**src/rtl/abff_pkg.sv**
```systemverilog
// Shared types and constants of the allocation bitmap block.
// Depends on nothing; imported by the top level.
package abff_pkg;

  localparam int unsigned MAX_BITS = 1024;
  localparam int unsigned REQ_W   = 3;
  localparam int unsigned NUM_W   = 10;
  localparam int unsigned SIZE_W  = 11;
  localparam int unsigned CNT_W   = 11;
  localparam int unsigned IN_TDATA_W  = 16;
  localparam int unsigned OUT_TDATA_W = 24;

  localparam logic [SIZE_W-1:0] SIZE_RESET = SIZE_W'(1024);

  typedef enum logic [REQ_W-1:0] {
    REQ_SET       = 3'd0,
    REQ_CLEAR     = 3'd1,
    REQ_TEST      = 3'd2,
    REQ_FIND_FREE = 3'd3,
    REQ_CLEAR_ALL = 3'd4
  } req_e;

  // Result item, highest field first.
  typedef struct packed {
    logic             range_error;
    logic [CNT_W-1:0] used_count;
    logic [NUM_W-1:0] free_index;
    logic             found;
    logic             bit_value;
  } result_t;

endpackage

```
**src/rtl/allocation_bitmap_first_free_core.sv**
```systemverilog
// Allocation bitmap: set / clear / test a bit, find the lowest clear bit, clear all.
// An in-range set, clear or test reads its word on accept, then writes it back if the
// bit changes; a find reads one word per step from word 0 until one has a clear bit or
// is the last below the size; other requests go to a finish state. One item is in work
// at a time; the next is taken once the last result is registered. The single RAM read
// port sets the scan pace. Reset is asynchronous: a per-word valid flag marks every word
// as zero at once, so no clearing pass is needed; size_in_use resets to 1024.
module allocation_bitmap_first_free_core
  import abff_pkg::*;
#(
  parameter int unsigned WORD_BITS = 32   // power of two
) (
  input  logic                   clk_i,
  input  logic                   rst_ni,
  input  logic                   cfg_wr_en_i,
  input  logic [SIZE_W-1:0]      cfg_wr_data_i,  // size_in_use
  input  logic                   s_axis_tvalid,
  output logic                   s_axis_tready,
  input  logic [IN_TDATA_W-1:0]  s_axis_tdata,   // [9:0] bit_number, rest zero
  input  logic [REQ_W-1:0]       s_axis_tuser,   // [2:0] req_type
  output logic                   m_axis_tvalid,
  input  logic                   m_axis_tready,
  output logic [OUT_TDATA_W-1:0] m_axis_tdata    // bit_value, found, free_index[9:0],
                                                 // used_count[10:0], range_error
);

  localparam int unsigned NUM_WORDS = (MAX_BITS + WORD_BITS - 1) / WORD_BITS;
  localparam int unsigned WA        = NUM_WORDS > 1 ? $clog2(NUM_WORDS) : 1;
  localparam int unsigned BA        = $clog2(WORD_BITS);

  localparam logic [1:0] ST_IDLE = 2'd0;
  localparam logic [1:0] ST_RMW  = 2'd1;
  localparam logic [1:0] ST_SCAN = 2'd2;
  localparam logic [1:0] ST_FIN  = 2'd3;

  logic [1:0]           state_q, state_d;
  req_e                 req_q, req_d;
  logic [BA-1:0]        pos_q, pos_d;
  logic [WA-1:0]        addr_q, addr_d;
  logic                 rerr_q, rerr_d;
  logic [CNT_W-1:0]     cnt_q, cnt_d;
  logic [NUM_WORDS-1:0] valid_q, valid_d;
  logic                 vld_rd_q;
  logic                 out_valid_q, out_valid_d;
  result_t              out_q, out_d;
  logic [SIZE_W-1:0]    size_q;

  logic                 accept, out_free;
  logic [SIZE_W-1:0]    lim;
  logic [NUM_W-1:0]     in_num;
  req_e                 in_req;
  logic [31:0]          in_num32;
  logic                 in_range;

  logic                 ram_we, ram_re;
  logic [WA-1:0]        ram_raddr;
  logic [WORD_BITS-1:0] ram_rdata, ram_wdata, word;
  logic                 old_bit;
  logic                 has_zero;
  logic [BA-1:0]        zero_pos;
  logic [31:0]          hit_idx, next_base;
  logic                 last_word;

  assign in_num   = s_axis_tdata[NUM_W-1:0];
  assign in_req   = req_e'(s_axis_tuser);
  assign in_num32 = 32'(in_num);
  assign lim      = (32'(size_q) > MAX_BITS) ? SIZE_W'(MAX_BITS) : size_q;
  assign in_range = in_num32 < 32'(lim);

  assign s_axis_tready = (state_q == ST_IDLE);
  assign accept        = s_axis_tvalid && s_axis_tready;
  assign out_free      = !out_valid_q || m_axis_tready;

  // Words never written since reset or clear-all read as zero.
  assign word    = vld_rd_q ? ram_rdata : '0;
  assign old_bit = word[pos_q];

  always_comb begin
    zero_pos = '0;
    for (int b = WORD_BITS - 1; b >= 0; b--) begin
      if (!word[b]) begin
        zero_pos = BA'(b);
      end
    end
  end

  assign has_zero  = ~word != '0;
  assign hit_idx   = (32'(addr_q) << BA) | 32'(zero_pos);
  assign next_base = (32'(addr_q) + 32'd1) << BA;
  assign last_word = (32'(addr_q) == NUM_WORDS - 1) || (next_base >= 32'(lim));

  always_comb begin
    state_d     = state_q;
    req_d       = req_q;
    pos_d       = pos_q;
    addr_d      = addr_q;
    rerr_d      = rerr_q;
    cnt_d       = cnt_q;
    valid_d     = valid_q;
    out_valid_d = out_valid_q && !m_axis_tready;
    out_d       = out_q;
    ram_we      = 1'b0;
    ram_wdata   = word;
    ram_re      = 1'b0;
    ram_raddr   = '0;

    unique case (state_q)
      ST_IDLE: begin
        if (accept) begin
          req_d  = in_req;
          pos_d  = BA'(in_num32);
          addr_d = WA'(in_num32 >> BA);
          rerr_d = 1'b0;
          state_d = ST_FIN;
          case (in_req)
            REQ_SET, REQ_CLEAR, REQ_TEST: begin
              if (in_range) begin
                ram_re    = 1'b1;
                ram_raddr = WA'(in_num32 >> BA);
                state_d   = ST_RMW;
              end else begin
                rerr_d = 1'b1;
              end
            end
            REQ_FIND_FREE: begin
              addr_d = '0;
              if (lim != '0) begin
                ram_re    = 1'b1;
                ram_raddr = '0;
                state_d   = ST_SCAN;
              end
            end
            default: ;
          endcase
        end
      end

      ST_RMW: begin
        if (out_free) begin
          if (req_q == REQ_SET && !old_bit) begin
            ram_we          = 1'b1;
            ram_wdata[pos_q] = 1'b1;
            cnt_d           = cnt_q + CNT_W'(1);
          end else if (req_q == REQ_CLEAR && old_bit) begin
            ram_we          = 1'b1;
            ram_wdata[pos_q] = 1'b0;
            if (cnt_q != '0) begin
              cnt_d = cnt_q - CNT_W'(1);
            end
          end
          if (ram_we) begin
            valid_d[addr_q] = 1'b1;
          end
          out_d             = '0;
          out_d.bit_value   = old_bit;
          out_d.used_count  = cnt_d;
          out_valid_d       = 1'b1;
          state_d           = ST_IDLE;
        end
      end

      ST_SCAN: begin
        if (has_zero || last_word) begin
          if (out_free) begin
            out_d            = '0;
            out_d.used_count = cnt_q;
            if (has_zero && hit_idx < 32'(lim)) begin
              out_d.found      = 1'b1;
              out_d.free_index = hit_idx[NUM_W-1:0];
            end
            out_valid_d = 1'b1;
            state_d     = ST_IDLE;
          end
        end else begin
          ram_re    = 1'b1;
          ram_raddr = addr_q + WA'(1);
          addr_d    = addr_q + WA'(1);
        end
      end

      ST_FIN: begin
        if (out_free) begin
          if (req_q == REQ_CLEAR_ALL) begin
            valid_d = '0;
            cnt_d   = '0;
          end
          out_d             = '0;
          out_d.range_error = rerr_q;
          out_d.used_count  = cnt_d;
          out_valid_d       = 1'b1;
          state_d           = ST_IDLE;
        end
      end

      default: state_d = ST_IDLE;
    endcase
  end

  always_ff @(posedge clk_i or negedge rst_ni) begin
    if (!rst_ni) begin
      state_q     <= ST_IDLE;
      cnt_q       <= '0;
      valid_q     <= '0;
      vld_rd_q    <= 1'b0;
      out_valid_q <= 1'b0;
      size_q      <= SIZE_RESET;
    end else begin
      state_q     <= state_d;
      cnt_q       <= cnt_d;
      valid_q     <= valid_d;
      out_valid_q <= out_valid_d;
      if (ram_re) begin
        vld_rd_q <= valid_q[ram_raddr];
      end
      if (cfg_wr_en_i) begin
        size_q <= cfg_wr_data_i;
      end
    end
  end

  always_ff @(posedge clk_i) begin
    req_q  <= req_d;
    pos_q  <= pos_d;
    addr_q <= addr_d;
    rerr_q <= rerr_d;
    out_q  <= out_d;
  end

  abff_ram #(
    .WIDTH (WORD_BITS),
    .DEPTH (NUM_WORDS)
  ) u_words (
    .clk_i   (clk_i),
    .we_i    (ram_we),
    .waddr_i (addr_q),
    .wdata_i (ram_wdata),
    .re_i    (ram_re),
    .raddr_i (ram_raddr),
    .rdata_o (ram_rdata)
  );

  assign m_axis_tvalid = out_valid_q;
  assign m_axis_tdata  = out_q;

  // Count of set bits can never exceed the map size.
  a_cnt_bound: assert property (@(posedge clk_i) disable iff (!rst_ni)
    32'(cnt_q) <= MAX_BITS)
    else $error("set-bit count above map size");

  // A scan only looks at words that start below the limit.
  a_scan_range: assert property (@(posedge clk_i) disable iff (!rst_ni)
    state_q == ST_SCAN |-> (32'(addr_q) << BA) < 32'(lim))
    else $error("scan past size in use");

  // Write-back happens only while a set or clear is finishing.
  a_write_ctx: assert property (@(posedge clk_i) disable iff (!rst_ni)
    ram_we |-> (state_q == ST_RMW && out_free &&
                (req_q == REQ_SET || req_q == REQ_CLEAR)))
    else $error("bitmap write outside read-modify-write");

endmodule

```
**src/rtl/abff_ram.sv**
```systemverilog
// Generic single-port-write, single-port-read RAM with a registered read.
// No dependencies.
module abff_ram #(
  parameter int unsigned WIDTH = 32,
  parameter int unsigned DEPTH = 32
) (
  input  logic                                      clk_i,
  input  logic                                      we_i,
  input  logic [(DEPTH > 1 ? $clog2(DEPTH) : 1)-1:0] waddr_i,
  input  logic [WIDTH-1:0]                          wdata_i,
  input  logic                                      re_i,
  input  logic [(DEPTH > 1 ? $clog2(DEPTH) : 1)-1:0] raddr_i,
  output logic [WIDTH-1:0]                          rdata_o
);

  logic [WIDTH-1:0] mem_q [DEPTH];
  logic [WIDTH-1:0] rdata_q;

  always_ff @(posedge clk_i) begin
    if (we_i) begin
      mem_q[waddr_i] <= wdata_i;
    end
    if (re_i) begin
      rdata_q <= mem_q[raddr_i];
    end
  end

  assign rdata_o = rdata_q;

endmodule
```
**config.mk**
```make
export PLATFORM = sky130hd
export DESIGN_NAME = allocation_bitmap_first_free_core
export DESIGN_NICKNAME = d
export VERILOG_FILES = /design/src/rtl/abff_pkg.sv /design/src/rtl/allocation_bitmap_first_free_core.sv /design/src/rtl/abff_ram.sv
export SDC_FILE = /design/constraint.sdc
export NUM_CORES = 2
export LEC_CHECK = 0
export ABC_AREA = 1
export BUFFER_PORTS_ARGS = -buffer_cell sky130_fd_sc_hd__buf_2
export CORE_MARGIN = 2
export CORE_UTILIZATION = 62
export CTS_BUF_LIST = sky130_fd_sc_hd__clkbuf_4 sky130_fd_sc_hd__clkbuf_8
export CTS_CLUSTER_SIZE = 28
export DETAILED_ROUTE_END_ITERATION = 10
export PLACE_DENSITY = 0.79
export SLEW_MARGIN = 20
export SYNTH_ARGS = -nofsm -noshare
export SYNTH_HDL_FRONTEND = slang
export SYNTH_SLANG_ARGS = --single-unit
```
**constraint.sdc**
```tcl
create_clock -name clk_i -period 8.3 [get_ports clk_i]
set_input_delay 1.245 -clock clk_i [delete_from_list [all_inputs] [get_ports clk_i]]
set_output_delay 1.245 -clock clk_i [all_outputs]
set_load 0.03 [all_outputs]
```
# Yosys cells after proc, flatten, opt, wreduce, memory -nomap -nowiden

Memories as Yosys holds them, arrays and structs flattened. A register that Yosys moved wholly into a read port is not among the register bits.
Index checks and enable logic that the tools add are counted.

Output and inout port bits: 26
Logic and storage cells: 180
Register bits: 96
Memories kept: 1
RAM bits: 1024

Memories:

| memory        | depth | bits a word | rd ports | clocked after Yosys merged registers in | write ports | line           | RTL |
|---|---|---|---|---|---|---|---|
| u_words.mem_q | 32    | 32          | 1        | 1                                       | 1           | abff_ram.sv:16 | `logic [WIDTH-1:0] mem_q [DEPTH];` |

Order comparisons: 9
Mux-type cells: 98
Bitwise logic cells: 6
Add/sub/neg operators: 4
Equal/unequal tests: 17
Reductions and logical operators: 30

Operators by type and width:

| cell                                                              | count |
|---|---|
| two-way mux 32 bit                                                | 9 |
| two-way mux 5 bit                                                 | 39 |
| two-way mux 24 bit                                                | 4 |
| two-way mux 11 bit                                                | 8 |
| one-hot mux 24 bit (3 select lines)                               | 1 |
| inverter 32 bit                                                   | 2 |
| bitwise OR 32 bit                                                 | 2 |
| one-hot mux 32 bit (2 select lines)                               | 1 |
| AND 32 bit                                                        | 1 |
| nonzero test 32 bit                                               | 1 |
| less-than comparator 10 x 11 -> 1 bit                             | 2 |
| one-hot mux 11 bit (2 select lines)                               | 1 |
| nonzero test 11 bit                                               | 2 |
| two-way mux 1 bit                                                 | 20 |
| one-hot mux 5 bit (2 select lines)                                | 2 |
| less-than comparator 5 x 6 -> 1 bit, second input constant        | 3 |
| != test 2 bit, second input constant                              | 7 |
| adder 11 x 1 -> 11 bit, second input constant                     | 1 |
| greater-or-equal comparator 11 bit                                | 1 |
| > comparator 11 bit, second input constant                        | 1 |
| subtractor 11 x 1 -> 11 bit, second input constant                | 1 |
| binary-select mux 1 bit (select 5 bit)                            | 2 |
| demux 1 bit (select 5 bit)                                        | 2 |
| greater-or-equal comparator 5 x 1 -> 1 bit, second input constant | 2 |
| other kinds (26)                                                  | 49 |

# Logic depth before layout (Yosys ltp)

Depth after elaboration: 40
Mapped depth: 39
Depth with buffers taken out: 38

# Modules after synthesis

From an unflattened synthesis, not the netlist that was laid out.

Cells, all modules: 4467
Area, all modules: 49492.5 sq um

By module, submodules not included:

| module                            | cells each | times used | area an instance (sq um) |
|---|---|---|---|
| abff_ram                          | 3536       | 1          | 42726.0 |
| allocation_bitmap_first_free_core | 931        | 1          | 6766.5 |

# Least setup slack after synthesis

OpenSTA, ideal clock, no wires.

Path type: reg2reg
From: register vld_rd_q
To: memory u_words.mem_q[10][0], enable pin
Buffers on the path: 3
Arrival time: 4.744 ns
Stages on the path, launching flop included: 15
Path slack: 3.095 ns
Period minus slack after synthesis: 5.205 ns
Cells stage by stage: dfrtp_1 -> buf_4 -> buf_4 -> nand2_1 -> inv_1 -> a22oi_1 -> o221ai_1 -> a21oi_1 -> nand2_1 -> nor3_1 -> clkinv_1 -> nor2_1 -> nor2_1 -> clkbuf_1 -> nor3_1

Longest elaborated chain between the ends: 12

Ends and longest elaborated chain:

| element                                                | line                                                                               | RTL |
|---|---|---|
| start: declaration                                     | allocation_bitmap_first_free_core.sv:43                                            | `logic vld_rd_q;` |
| start signal: assignment                               | allocation_bitmap_first_free_core.sv:213                                           | `vld_rd_q <= valid_q[ram_raddr];` |
| two-way mux 32 bit *                                   | allocation_bitmap_first_free_core.sv:75                                            | `assign word = vld_rd_q ? ram_rdata : '0;` |
| binary-select mux 1 bit (select 5 bit) *               | allocation_bitmap_first_free_core.sv:76                                            | `assign old_bit = word[pos_q];` |
| two-way mux 1 bit (implied by the code) *              | allocation_bitmap_first_free_core.sv:76                                            |  |
| logical AND 1 bit or logical NOT 1 bit (tied branches) | allocation_bitmap_first_free_core.sv:144, allocation_bitmap_first_free_core.sv:140 |  |
| two-way mux 1 bit or logical AND 1 bit (tied branches) | allocation_bitmap_first_free_core.sv:144, allocation_bitmap_first_free_core.sv:140 |  |
| two-way mux 1 bit *                                    | allocation_bitmap_first_free_core.sv:140                                           | `if (req_q == REQ_SET && !old_bit) begin` |
| two-way mux 1 bit *                                    | allocation_bitmap_first_free_core.sv:139                                           | `if (out_free) begin` |
| two-way mux 1 bit *                                    | allocation_bitmap_first_free_core.sv:107                                           | `unique case (state_q)` |
| two-way mux 1 bit *                                    | allocation_bitmap_first_free_core.sv:139                                           |  |
| two-way mux 1 bit *                                    | allocation_bitmap_first_free_core.sv:107                                           |  |
| two-way mux 1 bit *                                    | abff_ram.sv:20                                                                     | `if (we_i) begin` |
| two-way mux 1 bit (implied by the code) *              | abff_ram.sv:21                                                                     | `mem_q[waddr_i] <= wdata_i;` |
| end: declaration                                       | abff_ram.sv:16                                                                     |  |

Mark *: on every way between the ends. The rest lies on a longest branch, timed or not. The select of a mux whose other input is x is not followed.

# Worst setup path after layout

From: register size_q[10]
To: register u_words.rdata_q[10], in the netlist u_words.rdata_o[10], read port of u_words.mem_q, data pin

Longest elaborated chain between the ends: 7

Ends and longest elaborated chain:

| element                                                                                  | line                                     | RTL |
|---|---|---|
| start: declaration                                                                       | allocation_bitmap_first_free_core.sv:46  | `logic [SIZE_W-1:0] size_q;` |
| start signal: assignment                                                                 | allocation_bitmap_first_free_core.sv:216 | `size_q <= cfg_wr_data_i;` |
| > comparator 11 bit                                                                      | allocation_bitmap_first_free_core.sv:67  | `assign lim = (32'(size_q) > MAX_BITS) ? SIZE_W'(MAX_BITS) : size_q;` |
| two-way mux 11 bit *                                                                     | allocation_bitmap_first_free_core.sv:67  |  |
| less-than comparator 10 x 11 -> 1 bit, or another cell as far along                      | allocation_bitmap_first_free_core.sv:68  | `assign in_range = in_num32 < 32'(lim);` |
| two-way mux 1 bit, or another cell as far along                                          | allocation_bitmap_first_free_core.sv:117 | `if (in_range) begin` |
| one-hot mux 1 bit (2 select lines), or another cell as far along                         | allocation_bitmap_first_free_core.sv:115 | `case (in_req)` |
| two-way mux 1 bit, or another cell as far along                                          | allocation_bitmap_first_free_core.sv:109 | `if (accept) begin` |
| one-hot mux 1 bit (2 select lines) or one-hot mux 5 bit (2 select lines) (tied branches) | allocation_bitmap_first_free_core.sv:107 |  |
| end: declaration                                                                         | abff_ram.sv:17                           | `logic [WIDTH-1:0] rdata_q;` |

Mark *: on every way between the ends. The rest lies on a longest branch, timed or not.
A chain may end at the register's enable or synchronous reset.

==> implementation parameters <==
Parameter                              Value

Power
  Power density over the cells ... 255.9 mW/mm^2
  Worst IR Drop VDD ... 0.1699 mV
  Static Leakage ... 0.01809 uW

STA
  Worst Skew ... 0.04189 ns
  Final-layout worst hold slack ... 0.5133 ns
  Setup total negative slack ... 0 ns
  Max_slew headroom ... 24.54%
  Min cycle time layout ... 6.251 ns
  Final Hold Fails ... 0
  Period Utilization, post-route ... 75.31%
  Worst slew pin tran ... 1.132 ns
  Unrepaired setup endpoints after global routing ... false
  Count of final setup violators ... 0
  Achievable clock frequency ... 0.1600 GHz
  Max-slew violation count ... 0
  Final WS setup ... 2.049 ns

Clock network
  Clock tree from TritonCTS ... yes
  Clock latency on the worst-skew pair ... 0.85 ns
  Number of buffers inserted by hold repair at cts ... 0
  Clock sinks ... 1152
  Master cell of the clock root buffer ... clkbuf_8
  CTS H-tree lvls ... 4
  Buffers inserted by post-CTS timing repair ... 0
  Quantity of gates resized following cts ... 0
  Total clock buffers created by CTS ... 175
  Clock-pin slew of the registers on the worst-case setup and hold paths ... 0.06 ns
  Maximum buffer depth of the clock tree ... 3

Worst setup path
  Category of the worst setup path capture point ... register
  Maximum cell stage delay along the critical path ... 0.60 ns
  Max stage delay cell, worst path ... nand2_8
  Required @ worst endpoint ... 8.87 ns
  Worst-path fanout max ... 148
  List of cells traversed by the critical path ... inv_1 -> a21oi_1 -> inv_1 -> nand2_1 -> ha_1 -> nand2_1 -> nor2_1 -> a211oi_1 -> nor2_1 -> a221oi_1 -> nand2_1 -> nor2_1 -> nand3_1 -> nand2_8 -> inv_8 -> buf_12 -> o21ai_0 -> nor2_1 -> o311ai_0 -> nand3_1 -> o21a_1
  Crit path kind ... reg -> reg
  Data arrival time of the critical path ... 6.82 ns
  Kind of start point of the critical path ... register
  Most common cell on crit path ... nor2_1

Floorplanning
  Initial core utilization ... 62.41%
  Num rows ... 102
  Core Region ... 0.07721 mm^2
  Die X ... 282.8 um
  Vertical die dimension ... 282.8 um
  Number of ports placed on the die boundary ... 61
  DIE AREA ... 0.07997 mm^2

Yosys
  Top cell type by total area after synthesis ... edfxtp_1
  Proportion of netlist area held by the largest area contributor ... 68.17%
  Number of synthesized register bits ... 1152
  Synthesized net count ... 3878
  Cells taking the most area after synthesis ... edfxtp_1, nor2_1, dfrtp_1
  Post-Syn Instances ... 3811
  Cell area after technology mapping ... 0.04819 mm^2
  Yosys warning total ... 0
  Avg Cell Area, Syn ... 12.64 um^2
  Seq/Total Area, Yosys ... 71.19%
  Distinct cells, synth ... 51

Detailed routing
  Drt wl/cell ... 24.33 um
  Detailed-router iteration count before antenna repair ... 11
  Via count ... 32750
  Antenna Violating Nets Remaining ... 0
  Number of violations reported at the end of detailed-routing iteration 0 ... 5070
  Total routed wirelength ... 122900 um
  Remaining design rule violation count ... 1
  Post-DR vias/cell ... 6.483

Finish
  Layout-stage area growth over the synthesis result ... 10.61%
  Layout net count ... 3941
  Most frequent cells in the layout ... edfxtp_1, nor2_1, nand2_1
  Most common cell after layout, fill and taps aside ... edfxtp_1
  Layout cells sized above 1 ... 12.52%
  Final design instance area without fill ... 0.05330 mm^2

Global route
  Total global-route track usage ... 30.71%
  Wire length of the first global-routing pass ... 181900 um
  Number of global-route vias before repair ... 30640
  Total congestion overflow ... 0
  Number of antenna violations at the first check in global routing ... 1
  Pin count of the biggest net entering global routing ... 269

Placed design
  Total of buffers placed on input and output ports ... 54
  Detailed-placement wirelength estimate ... 61710 um
  Pre-CTS WS ... 2.242 ns
  Routability congestion estimate ... 0.9365
  Post-place instance area ... 0.04971 mm^2

Status
  Outcome ... finished, violations left
  Failing checks ... DRC

Min path
  Class of the worst hold path ... reg -> reg

Run
  Reported max-cap violation count ... 0
==> final cells by class <==
class / instances / area (um^2)
Tap cell: 1040 / 1301
Clock inverter: 88 / 585.6
Inverter: 142 / 541.8
Antenna cell: 1 / 2.502
Sequential cell: 1152 / 34300
Clock buffer: 225 / 2821
Fill cell: 4981 / 23910
Timing Repair Buffer: 139 / 999.7
Multi-Input combinational cell: 2264 / 12750
==> state kept, by name, summed over array words and instances (netlist names) <==
signal / count
u_words.mem_q: 1024
u_words.rdata_o: 32
valid_q: 32
m_axis_tdata: 24
cnt_q: 11
size_q: 11
addr_q: 5
pos_q: 5
req_q: 3
state_q: 2
m_axis_tvalid: 1
rerr_q: 1
vld_rd_q: 1
==> worst max-delay path, delay by kind of cell, from the launching register on <==
family	cells	cell delay, ns
buf+inv	4	1.13
compound gates	6	1.78
fa+ha+maj	1	0.28
flops	1	0.59
simple gates	10	1.93
==> cells by family after synthesis <==
kind of cell    after synthesis  synth area share [%]
compound gates              937                 13.20
buf+inv                     395                 3.586
flops                      1152                 71.19
xor+xnor                     13                0.2363
fa+ha+maj                    32                0.8308
simple gates               1277                 10.85
mux                           5                0.1168
==> cells in the mapped netlist, drive strengths merged <==
master  number
a21oi       64
clkinv       8
o21a        26
dfrtp       57
nand2      247
o211ai      25
nor4b        1
o21ai      312
nor2       740
dfstp        1
ha          32
o311a        1
nand4        3
o311ai     245
a31oi        3
o32ai       11
mux2         5
a22oi        2
xor2        13
a211oi       2
o22ai       59
buf         88
nand3      161
a221oi       1
nor3       117
inv        134
clkbuf     165
and2         6
o31ai        2
a21o         1
edfxtp    1094
o221ai       3
o21bai     180
nor4         2
==> metrics by stage <==
| step | total power (uW) | utilization, % | instances |
|---|---|---|---|
| 2_1_floorplan | 8522 | - | 3811 |
| 4_1_cts | 13600 | 68.80 | 5049 |
| 5_1_grt | 14140 | 69.03 | 5051 |
| 3_3_place_gp | 9065 | 64.34 | 4736 |
| 6_report | 13640 | 69.03 | 5051 |
| 3_5_place_dp | 9128 | 64.39 | 4736 |
==> worst paths after layout <==
path,end,slack [ns],cells past startpoint,startpoint
min,valid_q[16],0.51,2,valid_q[16]
min in group asynchronous,cnt_q[5],0.55,2,rst_ni
min reg2reg,valid_q[16],0.51,2,valid_q[16]
max,u_words.rdata_o[10],2.05,21,size_q[10]
max in group asynchronous,valid_q[2],7.21,2,rst_ni
max reg2reg,u_words.rdata_o[10],2.05,21,size_q[10]
==> routing by layer <==
metal / vias to the layer above / global-route usage (%) / part of all wire [%]
met1: 15810 / 41.94 / 37
met4: 0 / 13.25 / 3.8
met5: - / 0 / 0
met2: 2233 / 48.00 / 47
li1: 14350 / - / -
met3: 350 / 6.908 / 12
==> where the power goes <==
part	internal [uW]	switching [uW]
Clock	2390	2150
Sequential	6970	125
Combinational	505	1490
Power figures use the tool's default switching activity.
